==> src/sv/mtep_pkg.sv <==
`timescale 1ns / 1ps
// ----------------------------------------------------------------------------
// MIDI track event parser package
// Shared widths, status codes, result kinds, parse phases and record types.
// ----------------------------------------------------------------------------
package mtep_pkg;

  localparam int unsigned ByteW  = 8;
  localparam int unsigned KindW  = 2;
  localparam int unsigned ChanW  = 4;
  localparam int unsigned Data7W = 7;
  localparam int unsigned TicksW = 21;
  localparam int unsigned TempoW = 24;
  localparam int unsigned CountW = 2;

  localparam logic [TempoW-1:0] TempoReset = 24'd55555;

  // Upper nibble of channel status bytes.
  localparam logic [3:0] HiNoteOff    = 4'h8;
  localparam logic [3:0] HiNoteOn     = 4'h9;
  localparam logic [3:0] HiPolyPress  = 4'hA;
  localparam logic [3:0] HiControl    = 4'hB;
  localparam logic [3:0] HiProgram    = 4'hC;
  localparam logic [3:0] HiChanPress  = 4'hD;
  localparam logic [3:0] HiPitchBend  = 4'hE;

  // Full status bytes and meta types.
  localparam logic [ByteW-1:0] StMeta      = 8'hFF;
  localparam logic [ByteW-1:0] StSysex     = 8'hF0;
  localparam logic [ByteW-1:0] StSysexEsc  = 8'hF7;
  localparam logic [ByteW-1:0] MetaTempo   = 8'd81;
  localparam logic [ByteW-1:0] MetaEnd     = 8'd47;

  typedef enum logic [KindW-1:0] {
    KIND_NOTE    = 2'd0,
    KIND_TEMPO   = 2'd1,
    KIND_END     = 2'd2,
    KIND_INVALID = 2'd3
  } mtep_kind_e;

  typedef enum logic [3:0] {
    PH_DELTA      = 4'd0,
    PH_STATUS     = 4'd1,
    PH_META_TYPE  = 4'd2,
    PH_LEN_SKIP   = 4'd3,
    PH_SKIP       = 4'd4,
    PH_TEMPO_LEN  = 4'd5,
    PH_TEMPO_DATA = 4'd6,
    PH_EOT_LEN    = 4'd7,
    PH_NOTE_KEY   = 4'd8,
    PH_NOTE_VEL   = 4'd9
  } mtep_phase_e;

  typedef struct packed {
    mtep_kind_e        kind;
    logic [ChanW-1:0]  channel;
    logic [Data7W-1:0] key;
    logic [Data7W-1:0] velocity;
    logic [TicksW-1:0] wait_ticks;
    logic [TicksW-1:0] hold_ticks;
    logic [TempoW-1:0] tempo;
  } mtep_result_t;

endpackage

==> src/sv/mtep_if.sv <==
`timescale 1ns / 1ps
// ----------------------------------------------------------------------------
// MIDI track event parser channels
// Valid/ready channels for the byte input and the event result output.
// ----------------------------------------------------------------------------
interface mtep_in_if import mtep_pkg::*; ();
  logic             valid;
  logic             ready;
  logic [ByteW-1:0] data_byte;
  logic             track_start;

  modport source (output valid, output data_byte, output track_start, input ready);
  modport sink   (input valid, input data_byte, input track_start, output ready);
endinterface

interface mtep_out_if import mtep_pkg::*; ();
  logic              valid;
  logic              ready;
  logic [KindW-1:0]  kind;
  logic [ChanW-1:0]  channel;
  logic [Data7W-1:0] key;
  logic [Data7W-1:0] velocity;
  logic [TicksW-1:0] wait_ticks;
  logic [TicksW-1:0] hold_ticks;
  logic [TempoW-1:0] tempo;

  modport source (output valid, output kind, output channel, output key, output velocity,
                  output wait_ticks, output hold_ticks, output tempo, input ready);
  modport sink   (input valid, input kind, input channel, input key, input velocity,
                  input wait_ticks, input hold_ticks, input tempo, output ready);
endinterface

==> src/sv/mtep_core.sv <==
`timescale 1ns / 1ps
// ----------------------------------------------------------------------------
// MIDI track event parser core
// Per-byte parse state machine, note tracking and tempo register.
// ----------------------------------------------------------------------------
module mtep_core import mtep_pkg::*; (
  input  logic             clk_i,
  input  logic             rst_ni,
  input  logic             accept_i,
  input  logic [ByteW-1:0] data_byte_i,
  input  logic             track_start_i,
  output logic             res_valid_o,
  output mtep_result_t     res_o
);

  mtep_phase_e       phase_q, phase_d, phase_e;
  logic [TicksW-1:0] acc_q, acc_d, acc_e, acc_shift;
  logic [CountW-1:0] cnt_q, cnt_d, cnt_e;
  logic [TicksW-1:0] delta_q, delta_d, delta_e;
  logic [ByteW-1:0]  status_q, status_d, status_e;
  logic [Data7W-1:0] first_q, first_d, first_e;
  logic [ByteW-1:0]  skip_q, skip_d, skip_e, skip_dec;
  logic [TempoW-1:0] tacc_q, tacc_d, tacc_e, tacc_shift;
  logic [TempoW-1:0] tempo_q, tempo_d;
  logic              active_q, active_d, active_e;
  logic [ChanW-1:0]  hchan_q, hchan_d, hchan_e;
  logic [Data7W-1:0] hkey_q, hkey_d, hkey_e;
  logic [Data7W-1:0] hvel_q, hvel_d, hvel_e;
  logic [TicksW-1:0] hwait_q, hwait_d, hwait_e;
  logic              ended_q, ended_d, ended_e;
  logic [3:0]        hi;
  logic              emit;
  mtep_kind_e        emit_kind;

  always_comb begin
    // A track start clears everything except the tempo before the byte is parsed.
    if (track_start_i) begin
      phase_e  = PH_DELTA;
      acc_e    = '0;
      cnt_e    = '0;
      delta_e  = '0;
      status_e = '0;
      first_e  = '0;
      skip_e   = '0;
      tacc_e   = '0;
      active_e = 1'b0;
      hchan_e  = '0;
      hkey_e   = '0;
      hvel_e   = '0;
      hwait_e  = '0;
      ended_e  = 1'b0;
    end else begin
      phase_e  = phase_q;
      acc_e    = acc_q;
      cnt_e    = cnt_q;
      delta_e  = delta_q;
      status_e = status_q;
      first_e  = first_q;
      skip_e   = skip_q;
      tacc_e   = tacc_q;
      active_e = active_q;
      hchan_e  = hchan_q;
      hkey_e   = hkey_q;
      hvel_e   = hvel_q;
      hwait_e  = hwait_q;
      ended_e  = ended_q;
    end

    hi         = data_byte_i[7:4];
    acc_shift  = {acc_e[TicksW-8:0], data_byte_i[6:0]};
    tacc_shift = {tacc_e[TempoW-9:0], data_byte_i};
    skip_dec   = (skip_e != '0) ? skip_e - 8'd1 : skip_e;
    emit       = 1'b0;
    emit_kind  = KIND_NOTE;

    phase_d  = phase_q;
    acc_d    = acc_q;
    cnt_d    = cnt_q;
    delta_d  = delta_q;
    status_d = status_q;
    first_d  = first_q;
    skip_d   = skip_q;
    tacc_d   = tacc_q;
    tempo_d  = tempo_q;
    active_d = active_q;
    hchan_d  = hchan_q;
    hkey_d   = hkey_q;
    hvel_d   = hvel_q;
    hwait_d  = hwait_q;
    ended_d  = ended_q;

    if (accept_i) begin
      phase_d  = phase_e;
      acc_d    = acc_e;
      cnt_d    = cnt_e;
      delta_d  = delta_e;
      status_d = status_e;
      first_d  = first_e;
      skip_d   = skip_e;
      tacc_d   = tacc_e;
      active_d = active_e;
      hchan_d  = hchan_e;
      hkey_d   = hkey_e;
      hvel_d   = hvel_e;
      hwait_d  = hwait_e;
      ended_d  = ended_e;

      if (!ended_e) begin
        case (phase_e)
          PH_DELTA: begin
            // The third byte always ends the number whatever its top bit.
            if (data_byte_i[7] && (cnt_e < 2'd2)) begin
              acc_d = acc_shift;
              cnt_d = cnt_e + 2'd1;
            end else begin
              delta_d = acc_shift;
              acc_d   = '0;
              cnt_d   = '0;
              phase_d = PH_STATUS;
            end
          end
          PH_STATUS: begin
            status_d = data_byte_i;
            if (!data_byte_i[7]) begin
              phase_d   = PH_DELTA;
              emit      = 1'b1;
              emit_kind = KIND_INVALID;
            end else if (hi == HiNoteOff || hi == HiNoteOn) begin
              phase_d = PH_NOTE_KEY;
            end else if (hi == HiPolyPress || hi == HiControl || hi == HiPitchBend) begin
              skip_d  = 8'd2;
              phase_d = PH_SKIP;
            end else if (hi == HiProgram || hi == HiChanPress) begin
              skip_d  = 8'd1;
              phase_d = PH_SKIP;
            end else if (data_byte_i == StMeta) begin
              phase_d = PH_META_TYPE;
            end else if (data_byte_i == StSysex || data_byte_i == StSysexEsc) begin
              phase_d = PH_LEN_SKIP;
            end else begin
              phase_d = PH_DELTA;
            end
          end
          PH_META_TYPE: begin
            if (data_byte_i == MetaTempo) begin
              phase_d = PH_TEMPO_LEN;
            end else if (data_byte_i == MetaEnd) begin
              phase_d = PH_EOT_LEN;
            end else begin
              phase_d = PH_LEN_SKIP;
            end
          end
          PH_LEN_SKIP: begin
            skip_d  = data_byte_i;
            phase_d = (data_byte_i == '0) ? PH_DELTA : PH_SKIP;
          end
          PH_SKIP: begin
            skip_d = skip_dec;
            if (skip_dec == '0) begin
              phase_d = PH_DELTA;
            end
          end
          PH_TEMPO_LEN: begin
            // The length byte is not checked; three tempo bytes always follow.
            tacc_d  = '0;
            cnt_d   = '0;
            phase_d = PH_TEMPO_DATA;
          end
          PH_TEMPO_DATA: begin
            tacc_d = tacc_shift;
            if (cnt_e < 2'd2) begin
              cnt_d = cnt_e + 2'd1;
            end else begin
              cnt_d     = '0;
              tempo_d   = tacc_shift;
              phase_d   = PH_DELTA;
              emit      = 1'b1;
              emit_kind = KIND_TEMPO;
            end
          end
          PH_EOT_LEN: begin
            ended_d   = 1'b1;
            phase_d   = PH_DELTA;
            emit      = 1'b1;
            emit_kind = KIND_END;
          end
          PH_NOTE_KEY: begin
            first_d = data_byte_i[6:0];
            phase_d = PH_NOTE_VEL;
          end
          PH_NOTE_VEL: begin
            phase_d = PH_DELTA;
            if (status_e[7:4] == HiNoteOn) begin
              if (!active_e) begin
                active_d = 1'b1;
                hchan_d  = status_e[3:0];
                hkey_d   = first_e;
                hwait_d  = delta_e;
              end
              hvel_d = data_byte_i[6:0];
            end else if (active_e && (first_e == hkey_e) && (status_e[3:0] == hchan_e)) begin
              active_d  = 1'b0;
              emit      = 1'b1;
              emit_kind = KIND_NOTE;
            end
          end
          default: begin
            phase_d = PH_DELTA;
          end
        endcase
      end
    end

    res_valid_o = emit;
    res_o       = '0;
    res_o.kind  = emit_kind;
    res_o.tempo = tempo_d;
    if (emit_kind == KIND_NOTE) begin
      res_o.channel    = hchan_e;
      res_o.key        = hkey_e;
      res_o.velocity   = hvel_e;
      res_o.wait_ticks = hwait_e;
      res_o.hold_ticks = delta_e;
    end
  end

  always_ff @(posedge clk_i or negedge rst_ni) begin
    if (!rst_ni) begin
      phase_q  <= PH_DELTA;
      acc_q    <= '0;
      cnt_q    <= '0;
      delta_q  <= '0;
      status_q <= '0;
      first_q  <= '0;
      skip_q   <= '0;
      tacc_q   <= '0;
      tempo_q  <= TempoReset;
      active_q <= 1'b0;
      hchan_q  <= '0;
      hkey_q   <= '0;
      hvel_q   <= '0;
      hwait_q  <= '0;
      ended_q  <= 1'b0;
    end else begin
      phase_q  <= phase_d;
      acc_q    <= acc_d;
      cnt_q    <= cnt_d;
      delta_q  <= delta_d;
      status_q <= status_d;
      first_q  <= first_d;
      skip_q   <= skip_d;
      tacc_q   <= tacc_d;
      tempo_q  <= tempo_d;
      active_q <= active_d;
      hchan_q  <= hchan_d;
      hkey_q   <= hkey_d;
      hvel_q   <= hvel_d;
      hwait_q  <= hwait_d;
      ended_q  <= ended_d;
    end
  end

endmodule

==> src/sv/midi_track_event_parser.sv <==
`timescale 1ns / 1ps
// ----------------------------------------------------------------------------
// MIDI track event parser
// Bytes of one track's events go in on in_i, one per transaction. Each byte
// is parsed in the cycle it is accepted, and the event it completes, if any,
// is loaded into an output register and offered on out_o: a note record
// when the held note's note-off arrives, a tempo change, end of track or an
// invalid status byte. Most bytes complete nothing and produce no result.
// out_o.valid rises at the accepting edge. Throughput is one byte per cycle
// unless out_o stalls; the parse state fits in one register stage.
// in_i.ready is high whenever the output register is empty or being drained
// this cycle, so a byte is taken while a finished result is handed over.
// When the receiver stalls with a result pending, in_i.ready drops and the
// byte stream waits; no result is lost. After end of track all bytes are
// taken and ignored until one arrives with track_start set. Reset empties
// the output register, returns the parser to expect a delta time, drops
// any held note and sets the tempo to 55555 microseconds per quarter note.
// ----------------------------------------------------------------------------
module midi_track_event_parser import mtep_pkg::*; (
  input  logic        clk_i,
  input  logic        rst_ni,
  mtep_in_if.sink     in_i,
  mtep_out_if.source  out_o
);

  logic         accept;
  logic         res_valid;
  mtep_result_t res;
  logic         out_valid_q, out_valid_d;
  mtep_result_t out_q;

  assign in_i.ready = !out_valid_q || out_o.ready;
  assign accept     = in_i.valid && in_i.ready;

  mtep_core u_core (
    .clk_i         (clk_i),
    .rst_ni        (rst_ni),
    .accept_i      (accept),
    .data_byte_i   (in_i.data_byte),
    .track_start_i (in_i.track_start),
    .res_valid_o   (res_valid),
    .res_o         (res)
  );

  always_comb begin
    out_valid_d = out_valid_q;
    if (res_valid) begin
      out_valid_d = 1'b1;
    end else if (out_o.ready) begin
      out_valid_d = 1'b0;
    end
  end

  always_ff @(posedge clk_i or negedge rst_ni) begin
    if (!rst_ni) begin
      out_valid_q <= 1'b0;
    end else begin
      out_valid_q <= out_valid_d;
    end
  end

  always_ff @(posedge clk_i) begin
    if (res_valid) begin
      out_q <= res;
    end
  end

  assign out_o.valid      = out_valid_q;
  assign out_o.kind       = out_q.kind;
  assign out_o.channel    = out_q.channel;
  assign out_o.key        = out_q.key;
  assign out_o.velocity   = out_q.velocity;
  assign out_o.wait_ticks = out_q.wait_ticks;
  assign out_o.hold_ticks = out_q.hold_ticks;
  assign out_o.tempo      = out_q.tempo;

endmodule
==> src/flat_wrapper.sv <==
// flat-port wrapper written by rule: the top's interface ports become plain ports
module midi_track_event_parser_flat import mtep_pkg::*;
  (clk_i, rst_ni, in_i_valid, in_i_data_byte, in_i_track_start, in_i_ready, out_o_valid, out_o_kind, out_o_channel, out_o_key, out_o_velocity, out_o_wait_ticks, out_o_hold_ticks, out_o_tempo, out_o_ready);
  mtep_in_if in_i_i ();
  mtep_out_if out_o_i ();
  input  logic clk_i;
  input  logic rst_ni;
  input wire logic [$bits(in_i_i.valid)-1:0] in_i_valid;
  input wire logic [$bits(in_i_i.data_byte)-1:0] in_i_data_byte;
  input wire logic [$bits(in_i_i.track_start)-1:0] in_i_track_start;
  output wire logic [$bits(in_i_i.ready)-1:0] in_i_ready;
  output wire logic [$bits(out_o_i.valid)-1:0] out_o_valid;
  output wire logic [$bits(out_o_i.kind)-1:0] out_o_kind;
  output wire logic [$bits(out_o_i.channel)-1:0] out_o_channel;
  output wire logic [$bits(out_o_i.key)-1:0] out_o_key;
  output wire logic [$bits(out_o_i.velocity)-1:0] out_o_velocity;
  output wire logic [$bits(out_o_i.wait_ticks)-1:0] out_o_wait_ticks;
  output wire logic [$bits(out_o_i.hold_ticks)-1:0] out_o_hold_ticks;
  output wire logic [$bits(out_o_i.tempo)-1:0] out_o_tempo;
  input wire logic [$bits(out_o_i.ready)-1:0] out_o_ready;
  assign in_i_i.valid = in_i_valid;
  assign in_i_i.data_byte = in_i_data_byte;
  assign in_i_i.track_start = in_i_track_start;
  assign in_i_ready = in_i_i.ready;
  assign out_o_valid = out_o_i.valid;
  assign out_o_kind = out_o_i.kind;
  assign out_o_channel = out_o_i.channel;
  assign out_o_key = out_o_i.key;
  assign out_o_velocity = out_o_i.velocity;
  assign out_o_wait_ticks = out_o_i.wait_ticks;
  assign out_o_hold_ticks = out_o_i.hold_ticks;
  assign out_o_tempo = out_o_i.tempo;
  assign out_o_i.ready = out_o_ready;
  midi_track_event_parser u_core (.clk_i(clk_i), .rst_ni(rst_ni), .in_i(in_i_i), .out_o(out_o_i));
endmodule
==> config.mk <==
export PLATFORM = sky130hd
export DESIGN_NAME = midi_track_event_parser_flat
export DESIGN_NICKNAME = d
export VERILOG_FILES = /design/src/sv/mtep_pkg.sv /design/src/sv/mtep_if.sv /design/src/sv/mtep_core.sv /design/src/sv/midi_track_event_parser.sv /design/src/flat_wrapper.sv
export SDC_FILE = /design/constraint.sdc
export NUM_CORES = 1
export LEC_CHECK = 0
export BUFFER_PORTS_ARGS = -buffer_cell sky130_fd_sc_hd__clkbuf_2
export CAP_MARGIN = 20
export CELL_PAD_IN_SITES_DETAIL_PLACEMENT = 1
export CELL_PAD_IN_SITES_GLOBAL_PLACEMENT = 1
export CORE_AREA = 2 2 154 231
export DETAILED_ROUTE_END_ITERATION = 12
export DIE_AREA = 0 0 156 233
export GPL_ROUTABILITY_DRIVEN = 0
export HOLD_SLACK_MARGIN = 0.05
export MAX_ROUTING_LAYER = met4
export PLACE_DENSITY_LB_ADDON = 0.1
export SLEW_MARGIN = 20
export SYNTH_ARGS = -nofsm -noshare
export SYNTH_HDL_FRONTEND = slang
export SYNTH_SLANG_ARGS = --single-unit
==> constraint.sdc <==
create_clock -name clk_i -period 19.6 [get_ports clk_i]
set_input_delay 5.88 -clock clk_i [delete_from_list [all_inputs] [get_ports clk_i]]
set_output_delay 5.88 -clock clk_i [all_outputs]
set_load 0.03 [all_outputs]
==> metrics.md <==
| Metric | Value |
|---|---|
| Multi-input gate area | 0.003632 mm² |
| ANT nets after route | 0 |
| Slew HR | 35.32% |
| Clock buffer depth | 3 |
| Iteration-0 DRC Markers | 347 |
| Seq cells post-synth | 232 |
| Synth top area cells | dfrtp_1, edfxtp_1, a22o_1 |
| Syn Inst Count | 842 |
| Req. time, crit path | 13.72 ns |
| Clock Sinks | 232 |
| Count leader, synth | dfrtp_1 |
| Largest net degree at the start of global routing | 89 |
| Post-synthesis cell area | 0.01020 mm² |
| Post-synth EDFFs | 86 |
| RSZ-0062 raised after global routing | false |
| Gr ovfl total | 0 |
| Pwr Density | 92.27 mW/mm² |
| H-tree levels | 1 |
| WL/cell | 20.46 µm |
| Dpl hpwl | 17440 µm |
| Pwr Total | 1098 µW |
| Final Hold Violating Endpoints | 0 |
| CP Capture Type | primary output |
| DRC Markers | 0 |
| Cell taking the most area after synthesis | dfrtp_1 |
| Arr. time, crit path | 6.33 ns |
| Tcrit/Tclk final | 62.28% |
| Cell area after placement | 0.01106 mm² |
| Die X | 156 µm |
| Final setup fails | 0 |
| Post-synthesis sequential area ratio | 61.22% |
| Post-CTS Setup Inserts | 0 |
| Total CTS buffers | 25 |
| Vias | 6973 |
| Crit Path Class | in -> out |
| Net count, final | 935 |
| Post_cts resized | 0 |
| N_diodes | 0 |
| Place WS | 7.386 ns |
| Max VDD drop | 65.02 µV |
| Core area | 0.03417 mm² |
| Cts-stage hold buffer count | 0 |
| Die height | 233 µm |
| Fraction of registers with async set/reset | 62.93% |
| Final worst path period need | 12.21 ns |
| Placed cell count | 1317 |
| Leak pwr | 0.005043 µW |
| Ports | 101 |
| Syn avg cell area | 12.12 µm² |
| DR vias/cell | 5.116 |
| # fillers | 3679 |
| Clock Latency Late Sink | 0.54 ns |
| Max Freq | 0.08192 GHz |
| Skew final | 0.01582 ns |
| Share of layout cells above drive strength 1 | 25.27% |
| Hold WC Path Type | reg -> reg |
| Synth warn | 0 |
| Area share of the largest cell type after synthesis | 34.10% |
| Die area | 0.03635 mm² |
| Post-synth top cells | dfrtp_1, nand2_1, edfxtp_1, and2_1, a22o_1 |
| Run status | complete, no violations |
| Crit-path max FO | 3 |
| Final Cell Area | 0.01190 mm² |
| Tightest Pin Transition | 0.9621 ns |
| Mapped Nets | 858 |
| Netlist cell types | 69 |
| Gr usage total | 16.08% |
| Number of global-route vias before repair | 7415 |
| Root buffer selected by CTS | clkbuf_16 |
| Fin Setup TNS | 0 ns |
| P&R area growth vs syn | 16.62% |
| DRT Wirelength | 27880 µm |
| Number of max-cap violations | 0 |
| Seq. cell area | 0.006245 mm² |
| I/O Buffers | 100 |
| Worst-path clk slew | 0.06 ns |
| Pins Over Slew Limit | 0 |
| Initial antenna violation count | 0 |
| Drt first pass iters | 4 |
| Worst Setup Start Kind | primary input |
| CTS tree | built |
| Finished Layout Cells | 1363 |
| PnR worst setup slack | 7.393 ns |
| Predominant post-synthesis flop cell | dfrtp_1 |
| Row cnt | 83 |
| Global-route wire length before repair | 44300 µm |
| Starting Density | 29.86% |
==> where the power goes <==
part	switching [µW]	leakage, µW	internal, µW	total, µW
Sequential	17.7	0.00290	516	534
Clock	198	0.000409	290	488
Combinational	51.5	0.00174	24.3	75.7
==> through the flow <==
step	utilization [%]	hold WS, ns
final	34.82	0.4950
after global routing	34.82	0.5124
after CTS	34.82	0.4966
after detailed placement	32.37	0.4776
after global placement	32.37	0.4759
after floorplan	-	0.4579
==> cells in the final DEF, fill, tap and decap left out, types with 25 or more instances in the layout <==
cell       count
clkbuf_2      99
clkbuf_16     25
and2_1        64
o21ai_1       26
nor2_1        25
nand2_1       92
a22oi_2       30
o21ai_0       50
edfxtp_1      86
dfrtp_1      139
a22o_1        58
==> cells by family (layout without fill, tap and decap cells) <==
logic type      Yosys count  count (layout)  synth area share, %
simple gates            248             248                12.77
buf+inv                  74             170                3.385
mux                      26              26                2.846
flops                   232             232                61.22
compound gates          246             246                18.30
xor+xnor                 13              13                1.116
fa+ha+maj                 3               3               0.3680
==> sequential cells by signal, indices dropped and copies added, names as in the netlist, 8 cells and up <==
signal,flops
u_core.out_o.wait_ticks,21
u_core.out_o.hold_ticks,21
u_core.out_o.tempo,24
u_core.u_core.skip_q,8
u_core.u_core.status_q,8
u_core.u_core.delta_q,21
u_core.u_core.hwait_q,21
u_core.u_core.tacc_q,16
u_core.u_core.tempo_q,24
u_core.u_core.acc_q,14
==> metal layers <==
metal / global-route usage (%) / routed length, µm
met5: - / 0
met4: 4.128 / 527
met3: 1.788 / 859
met2: 28.06 / 14450
met1: 19.89 / 12050
==> worst paths after layout <==
| kind | start | endpoint | slack, ns | depth (start not counted) |
|---|---|---|---|---|
| hold reg to reg | u_core.u_core.tempo_q[18] | u_core.u_core.tempo_q[18] | 0.50 | 1 |
| setup / recovery | out_o_ready | in_i_ready | 7.39 | 3 |
| min in group asynchronous | rst_ni | u_core.u_core.tempo_q[13] | 5.41 | 1 |
| hold / removal | u_core.u_core.tempo_q[18] | u_core.u_core.tempo_q[18] | 0.50 | 1 |
| setup reg to reg | u_core.u_core.phase_q[1] | u_core.u_core.hwait_q[0] | 16.45 | 7 |
| max in group asynchronous | rst_ni | u_core.u_core.acc_q[6] | 12.74 | 2 |
==> worst max-delay path, stage by stage <==
cell and delay, ns:
clkbuf_2 0.09, nand2b_1 0.17, clkbuf_2 0.19
==> cell type report <==
cell class / instances / area share [%]
well taps: 425 / 4.470
clock buffers: 29 / 5.469
multi-input cells: 536 / 30.53
clock inverters: 17 / 1.578
repair buffers: 114 / 5.143
inverters: 10 / 0.3155
flip-flops and latches: 232 / 52.49
Power figures use the tool's default switching activity.
